## config.mk

```make
export PLATFORM = sky130hd
export DESIGN_NAME = prc_cell
export DESIGN_NICKNAME = d
export VERILOG_FILES = /design/src/sv/prc_pkg.sv /design/src/sv/prc_cell.sv
export SDC_FILE = /design/constraint.sdc
export NUM_CORES = 1
export LEC_CHECK = 0
export BUFFER_PORTS_ARGS = -buffer_cell sky130_fd_sc_hd__buf_2
export CAP_MARGIN = 40
export CORE_AREA = 2 2 217 219
export CTS_CLUSTER_SIZE = 25
export DETAILED_ROUTE_END_ITERATION = 8
export DIE_AREA = 0 0 219 221
export GPL_TIMING_DRIVEN = 0
export PLACE_DENSITY = 0.82
export SLEW_MARGIN = 10
export SYNTH_ARGS = -nofsm -noshare
export SYNTH_HDL_FRONTEND = slang
export SYNTH_SLANG_ARGS = --single-unit
```

## constraint.sdc

```tcl
create_clock -name clk_i -period 6.4 [get_ports clk_i]
set_clock_uncertainty 0.05 [all_clocks]
set_input_delay 1.28 -clock clk_i [delete_from_list [all_inputs] [get_ports clk_i]]
set_output_delay 1.28 -clock clk_i [all_outputs]
set_load 0.05 [all_outputs]
```

## src/sv/prc_pkg.sv

```systemverilog
// Package for the polygon rectangle clipper.
// Holds the clip stage state type and the configuration register indexes.
// No dependencies.
`default_nettype none

package prc_pkg;

  localparam int NUM_STAGES = 4;
  localparam int CFG_IDX_W  = 8;

  localparam logic [CFG_IDX_W-1:0] CFG_X_MIN = CFG_IDX_W'(0);
  localparam logic [CFG_IDX_W-1:0] CFG_X_MAX = CFG_IDX_W'(1);
  localparam logic [CFG_IDX_W-1:0] CFG_Y_MIN = CFG_IDX_W'(2);
  localparam logic [CFG_IDX_W-1:0] CFG_Y_MAX = CFG_IDX_W'(3);

  typedef enum logic [2:0] {
    S_IDLE,
    S_MUL,
    S_DIV,
    S_CROSS,
    S_VERT,
    S_CLOSE
  } cell_state_e;

endpackage

`default_nettype wire

```

## src/sv/prc_cell.sv

```systemverilog
// One clip stage of the polygon rectangle clipper: clips against one boundary.
// Crossings use a registered multiply and a restoring divider. Depends on prc_pkg.
`default_nettype none

module prc_cell import prc_pkg::*; #(
  parameter int COORD_BITS = 16,
  parameter bit IS_Y       = 1'b0,
  parameter bit IS_MAX     = 1'b0
) (
  input  logic                         clk_i,
  input  logic                         rst_ni,
  input  logic signed [COORD_BITS-1:0] bnd_i,
  input  logic                         in_valid_i,
  output logic                         in_ready_o,
  input  logic signed [COORD_BITS-1:0] in_x_i,
  input  logic signed [COORD_BITS-1:0] in_y_i,
  input  logic                         in_last_i,
  input  logic                         in_empty_i,
  output logic                         out_valid_o,
  input  logic                         out_ready_i,
  output logic signed [COORD_BITS-1:0] out_x_o,
  output logic signed [COORD_BITS-1:0] out_y_o,
  output logic                         out_last_o,
  output logic                         out_empty_o
);

  localparam int DW = COORD_BITS + 1;
  localparam int PW = 2 * DW;
  localparam int CW = $clog2(DW);

  cell_state_e state_q, state_d;

  logic signed [COORD_BITS-1:0] prev_x_q, prev_y_q, first_x_q, first_y_q;
  logic                         seen_q, has_out_q;
  logic signed [COORD_BITS-1:0] cur_x_q, cur_y_q;
  logic                         cur_last_q, cur_empty_q, vert_q;
  logic [DW-1:0]                m1_q, m2_q, den_q, rem_q, quo_q;
  logic                         neg_q;
  logic signed [COORD_BITS-1:0] base_q, bnd_q;
  logic [CW-1:0]                cnt_q;
  logic                         ovalid_q;
  logic signed [COORD_BITS-1:0] ox_q, oy_q;
  logic                         olast_q, oempty_q;

  // Inside tests and crossing operands for the arriving vertex.
  logic signed [COORD_BITS-1:0] a_cur, o_cur, a_prv, o_prv, ai, oi, ao, oo;
  logic                         cin, pin;
  logic [DW-1:0]                d1, d2, d3, m1, m2, m3;

  always_comb begin
    a_cur = IS_Y ? in_y_i : in_x_i;
    o_cur = IS_Y ? in_x_i : in_y_i;
    a_prv = IS_Y ? prev_y_q : prev_x_q;
    o_prv = IS_Y ? prev_x_q : prev_y_q;
    cin   = IS_MAX ? (a_cur <= bnd_i) : (a_cur >= bnd_i);
    pin   = IS_MAX ? (a_prv <= bnd_i) : (a_prv >= bnd_i);
    ai    = cin ? a_cur : a_prv;
    oi    = cin ? o_cur : o_prv;
    ao    = cin ? a_prv : a_cur;
    oo    = cin ? o_prv : o_cur;
    d1    = DW'(bnd_i) - DW'(ai);
    d2    = DW'(oo) - DW'(oi);
    d3    = DW'(ao) - DW'(ai);
    m1    = d1[DW-1] ? (~d1 + 1'b1) : d1;
    m2    = d2[DW-1] ? (~d2 + 1'b1) : d2;
    m3    = d3[DW-1] ? (~d3 + 1'b1) : d3;
  end

  // Divider step and crossing result.
  logic [DW:0]                  r2, r2s;
  logic                         ge;
  logic [DW:0]                  sq, csum;
  logic signed [COORD_BITS-1:0] cross_o;

  always_comb begin
    r2      = {rem_q, quo_q[DW-1]};
    ge      = r2 >= {1'b0, den_q};
    r2s     = r2 - {1'b0, den_q};
    sq      = neg_q ? (~{1'b0, quo_q} + 1'b1) : {1'b0, quo_q};
    csum    = (DW+1)'(base_q) + sq;
    cross_o = csum[COORD_BITS-1:0];
  end

  // Next state and output word selection.
  logic                         accept, slot_free, push;
  logic signed [COORD_BITS-1:0] px, py;
  logic                         plast, pempty;

  always_comb begin
    state_d   = state_q;
    slot_free = !ovalid_q || out_ready_i;
    accept    = 1'b0;
    push      = 1'b0;
    px        = cur_x_q;
    py        = cur_y_q;
    plast     = 1'b0;
    pempty    = 1'b0;
    unique case (state_q)
      S_IDLE: begin
        accept = in_valid_i;
        if (in_valid_i) begin
          if (in_empty_i) begin
            state_d = S_CLOSE;
          end else if (seen_q && (pin != cin)) begin
            state_d = S_MUL;
          end else if (seen_q && cin) begin
            state_d = S_VERT;
          end else if (in_last_i) begin
            state_d = S_CLOSE;
          end
        end
      end
      S_MUL: state_d = S_DIV;
      S_DIV: begin
        if (cnt_q == '0) begin
          state_d = S_CROSS;
        end
      end
      S_CROSS: begin
        px = IS_Y ? cross_o : bnd_q;
        py = IS_Y ? bnd_q : cross_o;
        if (slot_free) begin
          push = 1'b1;
          if (vert_q) begin
            state_d = S_VERT;
          end else if (cur_last_q) begin
            state_d = S_CLOSE;
          end else begin
            state_d = S_IDLE;
          end
        end
      end
      S_VERT: begin
        if (slot_free) begin
          push    = 1'b1;
          state_d = cur_last_q ? S_CLOSE : S_IDLE;
        end
      end
      S_CLOSE: begin
        plast = 1'b1;
        if (cur_empty_q || !has_out_q) begin
          px     = '0;
          py     = '0;
          pempty = 1'b1;
        end else begin
          px = first_x_q;
          py = first_y_q;
        end
        if (slot_free) begin
          push    = 1'b1;
          state_d = S_IDLE;
        end
      end
      default: state_d = S_IDLE;
    endcase
  end

  always_ff @(posedge clk_i or negedge rst_ni) begin
    if (!rst_ni) begin
      state_q <= S_IDLE;
    end else begin
      state_q <= state_d;
    end
  end

  // Stage state that reset and the closing word clear.
  always_ff @(posedge clk_i or negedge rst_ni) begin
    if (!rst_ni) begin
      prev_x_q  <= '0;
      prev_y_q  <= '0;
      first_x_q <= '0;
      first_y_q <= '0;
      seen_q    <= 1'b0;
      has_out_q <= 1'b0;
      ovalid_q  <= 1'b0;
    end else begin
      if (accept && !in_empty_i) begin
        prev_x_q <= in_x_i;
        prev_y_q <= in_y_i;
        seen_q   <= 1'b1;
      end
      if (push && state_q != S_CLOSE && !has_out_q) begin
        first_x_q <= px;
        first_y_q <= py;
        has_out_q <= 1'b1;
      end
      if (push && state_q == S_CLOSE) begin
        prev_x_q  <= '0;
        prev_y_q  <= '0;
        first_x_q <= '0;
        first_y_q <= '0;
        seen_q    <= 1'b0;
        has_out_q <= 1'b0;
      end
      if (push) begin
        ovalid_q <= 1'b1;
      end else if (out_ready_i) begin
        ovalid_q <= 1'b0;
      end
    end
  end

  // Payload and arithmetic registers.
  always_ff @(posedge clk_i) begin
    if (accept) begin
      cur_x_q     <= in_x_i;
      cur_y_q     <= in_y_i;
      cur_last_q  <= in_last_i;
      cur_empty_q <= in_empty_i;
      vert_q      <= seen_q && cin;
      m1_q        <= m1;
      m2_q        <= m2;
      den_q       <= m3;
      neg_q       <= d1[DW-1] ^ d2[DW-1] ^ d3[DW-1];
      base_q      <= oi;
      bnd_q       <= bnd_i;
    end
    if (state_q == S_MUL) begin
      {rem_q, quo_q} <= PW'(m1_q) * PW'(m2_q);
      cnt_q          <= CW'(DW - 1);
    end
    if (state_q == S_DIV) begin
      rem_q <= ge ? r2s[DW-1:0] : r2[DW-1:0];
      quo_q <= {quo_q[DW-2:0], ge};
      cnt_q <= cnt_q - 1'b1;
    end
    if (push) begin
      ox_q     <= px;
      oy_q     <= py;
      olast_q  <= plast;
      oempty_q <= pempty;
    end
  end

  assign in_ready_o  = (state_q == S_IDLE);
  assign out_valid_o = ovalid_q;
  assign out_x_o     = ox_q;
  assign out_y_o     = oy_q;
  assign out_last_o  = olast_q;
  assign out_empty_o = oempty_q;

endmodule

`default_nettype wire

```

==> summary.txt <==
Cell mode on critical path: fa_1
Max-slew violation total from the final report: 0
Crit path largest cell delay: 540 ps
Antenna cells: 0
TritonCTS clock tree: built
DP HPWL: 60.0 mm
Setup violations, final: 11
Post-DRT Antenna Nets: 0
Die height: 221 um
Ys flop type: edfxtp_1
Syn Nets: 3344
Fin. Hold Viols: 0
Via-per-instance ratio: 6.08
Fmax: 143 MHz
Clk_lat worst skew: 580 ps
CTS H-tree depth: 1
Share of cells above drive strength 1: 11.7%
Worst min-delay path class: flop to flop
Synth warn: 0
Final non-filler cell area: 0.0299 mm2
Worst slew pin tran: 954 ps
GR Overflow Total: 0
Drt first pass iters: 7
Core area: 0.0461 mm2
Die X: 219 um
DRC errors left: 0
Worst-path clk slew: 70 ps
First-pass GRT wire length: 121 mm
Largest fanout on the critical path: 5
Vias: 22400
Largest net degree at the start of global routing: 67
Nets: 3529
Vias in the first global route: 22400
Post-synthesis cell type count: 93
Cell area after synthesis: 0.0264 mm2
Signal arrival time at the worst endpoint: 7310 ps
Place WS: -1790 ps
Std-Cell Rows: 79
TritonCTS buffer count: 27
Number of synthesized flops with an enable pin: 192
Total Routed Length: 77.8 mm
Tot GR Track Use: 32.0%
Relative slew slack: 36.2%
Slowest CP cell: fa_1
Port Buf Inserts: 89
Drt wl/cell: 21.1 um
Synthesized flop and latch total: 262
Fin crit period: 6980 ps
Sequential fraction of the synthesis area: 28.5%
Outcome: finished with violations
Io pins: 90
Period utilisation layout: 109%
CP Launch Type: flop
CTS Root Cell: clkbuf_16
Post-Synthesis Cells: 2868
Area Growth Syn to Fin: 13.3%
Initial Utilization: 57.2%
Required time of the critical path: 6730 ps
Async SR Flop Fraction: 26.7%
Initial antenna violation count: 0
RSZ-0062 raised after global routing: yes
Synthesized area per cell: 9.19 um2
Total clock sinks: 262
Routability cong.: 0.979
Die area: 0.0484 mm2
Worst setup EP type: flop
DRT iter0 DRCs: 1989
DP Area: 0.0278 mm2
Worst Setup Slack, final: -576 ps
Failing checks: negative setup slack
Clock Path Buffers: 3
Setup Crit Path Kind: flop to flop
Max-cap viol count: 0
cell usage after synthesis (48+ instances only):
cell,count,area [um2]
ha_1,195,2440
xor2_1,48,420
fa_1,227,4540
clkbuf_1,90,338
o21ai_0,126,631
xnor2_1,109,955
inv_1,400,1500
nand2_1,406,1520
edfxtp_1,192,5770
nor2_1,166,623
dfrtp_1,70,1750
and2_1,131,820
a21oi_1,108,541
state kept, by name, indices dropped and copies added, names as in the netlist, 3 cells and up:
name and count:
out_x_o 16, rem_q 17, cnt_q 5, bnd_q 16, out_y_o 16, o_prv 16, a_prv 16, state_q 3
den_q 17, m2_q 17, cur_y_q 16, quo_q 17, first_x_q 16, base_q 16, cur_x_q 16, first_y_q 16
m1_q 17
worst max-delay path: cells and delay by family, from the launching register on:
kind | cells | cell delay, ps
buffers and inverters | 7 | 720
and+or+nand+nor | 5 | 860
AOI/OAI and AO/OA | 7 | 1450
DFF | 1 | 490
adders and majority gates | 7 | 3180
repair_timing:
item,4_1_cts,5_1_grt
resized for setup,102,86
setup endpoints to repair,67,61
setup buffers,52,18
pin swaps,28,39
cloned,0,1
hold buffers,0,0
placed cells by master, fill, tap and decap left out, types with 70 or more instances in the layout:
cell type / count
buf_2: 90
ha_1: 182
a21oi_1: 99
edfxtp_1: 192
xnor2_1: 104
o21ai_0: 109
dfrtp_1: 70
nor2_1: 158
fa_1: 226
and2_1: 126
nand2_1: 405
inv_1: 395
layout make-up:
type | count | area [um2]
clock buffer | 34 | 722
buffer | 101 | 584
timing repair buffer | 165 | 1160
fill | 3682 | 16200
multi-input combinational | 2096 | 17400
inverter | 400 | 1500
sequential | 262 | 7520
clock inverter | 16 | 178
tap | 607 | 759
path summary, 6_finish.rpt:
| check | from | end | slack [ps] | cells after the start |
|---|---|---|---|---|
| max in group asynchronous | rst_ni | first_y_q[5]$_DFFE_PN0P_ | 5120 | 2 |
| max reg2reg | m2_q[7]$_DFFE_PP_ | rem_q[16]$_DFFE_PP_ | -580 | 26 |
| min reg2reg | first_y_q[5]$_DFFE_PN0P_ | first_y_q[5]$_DFFE_PN0P_ | 440 | 2 |
| min in group asynchronous | rst_ni | first_x_q[11]$_DFFE_PN0P_ | 590 | 1 |
| min | first_y_q[5]$_DFFE_PN0P_ | first_y_q[5]$_DFFE_PN0P_ | 440 | 2 |
| max | m2_q[7]$_DFFE_PP_ | rem_q[16]$_DFFE_PP_ | -580 | 26 |
through the flow:
stage / hold slack, ps / instances / util, % / setup TNS, ps
floorplan: 399 / 2868 / - / -273
global placement: 412 / 3564 / 60.1 / -92940
detailed placement: 428 / 3570 / 60.4 / -85710
CTS: 444 / 3664 / 63.8 / -2000
global route: 473 / 3681 / 64.8 / -5180
finish: 442 / 3681 / 64.8 / -2840
cell families after synthesis:
logic type | count (synthesis) | share of synthesized area (%)
simple gates | 939 | 16.9
compound gates | 527 | 13.5
buf+inv | 510 | 7.35
fa+ha+maj | 453 | 27.7
flops | 262 | 28.5
xor+xnor | 158 | 5.28
mux | 19 | 0.736
routing by layer:
metal  up-vias  track usage [%]  wire length [um]
met5         -                0                 0
met4         0             12.2              3680
met3       244             5.21              6680
met2      1088             51.8             36300
met1     11000             43.2             31200
li1      10000                -                 -
Power is left out: the tool's default activity adds up to more than one toggle a clock period on the data nets, which glitch-free logic cannot reach.
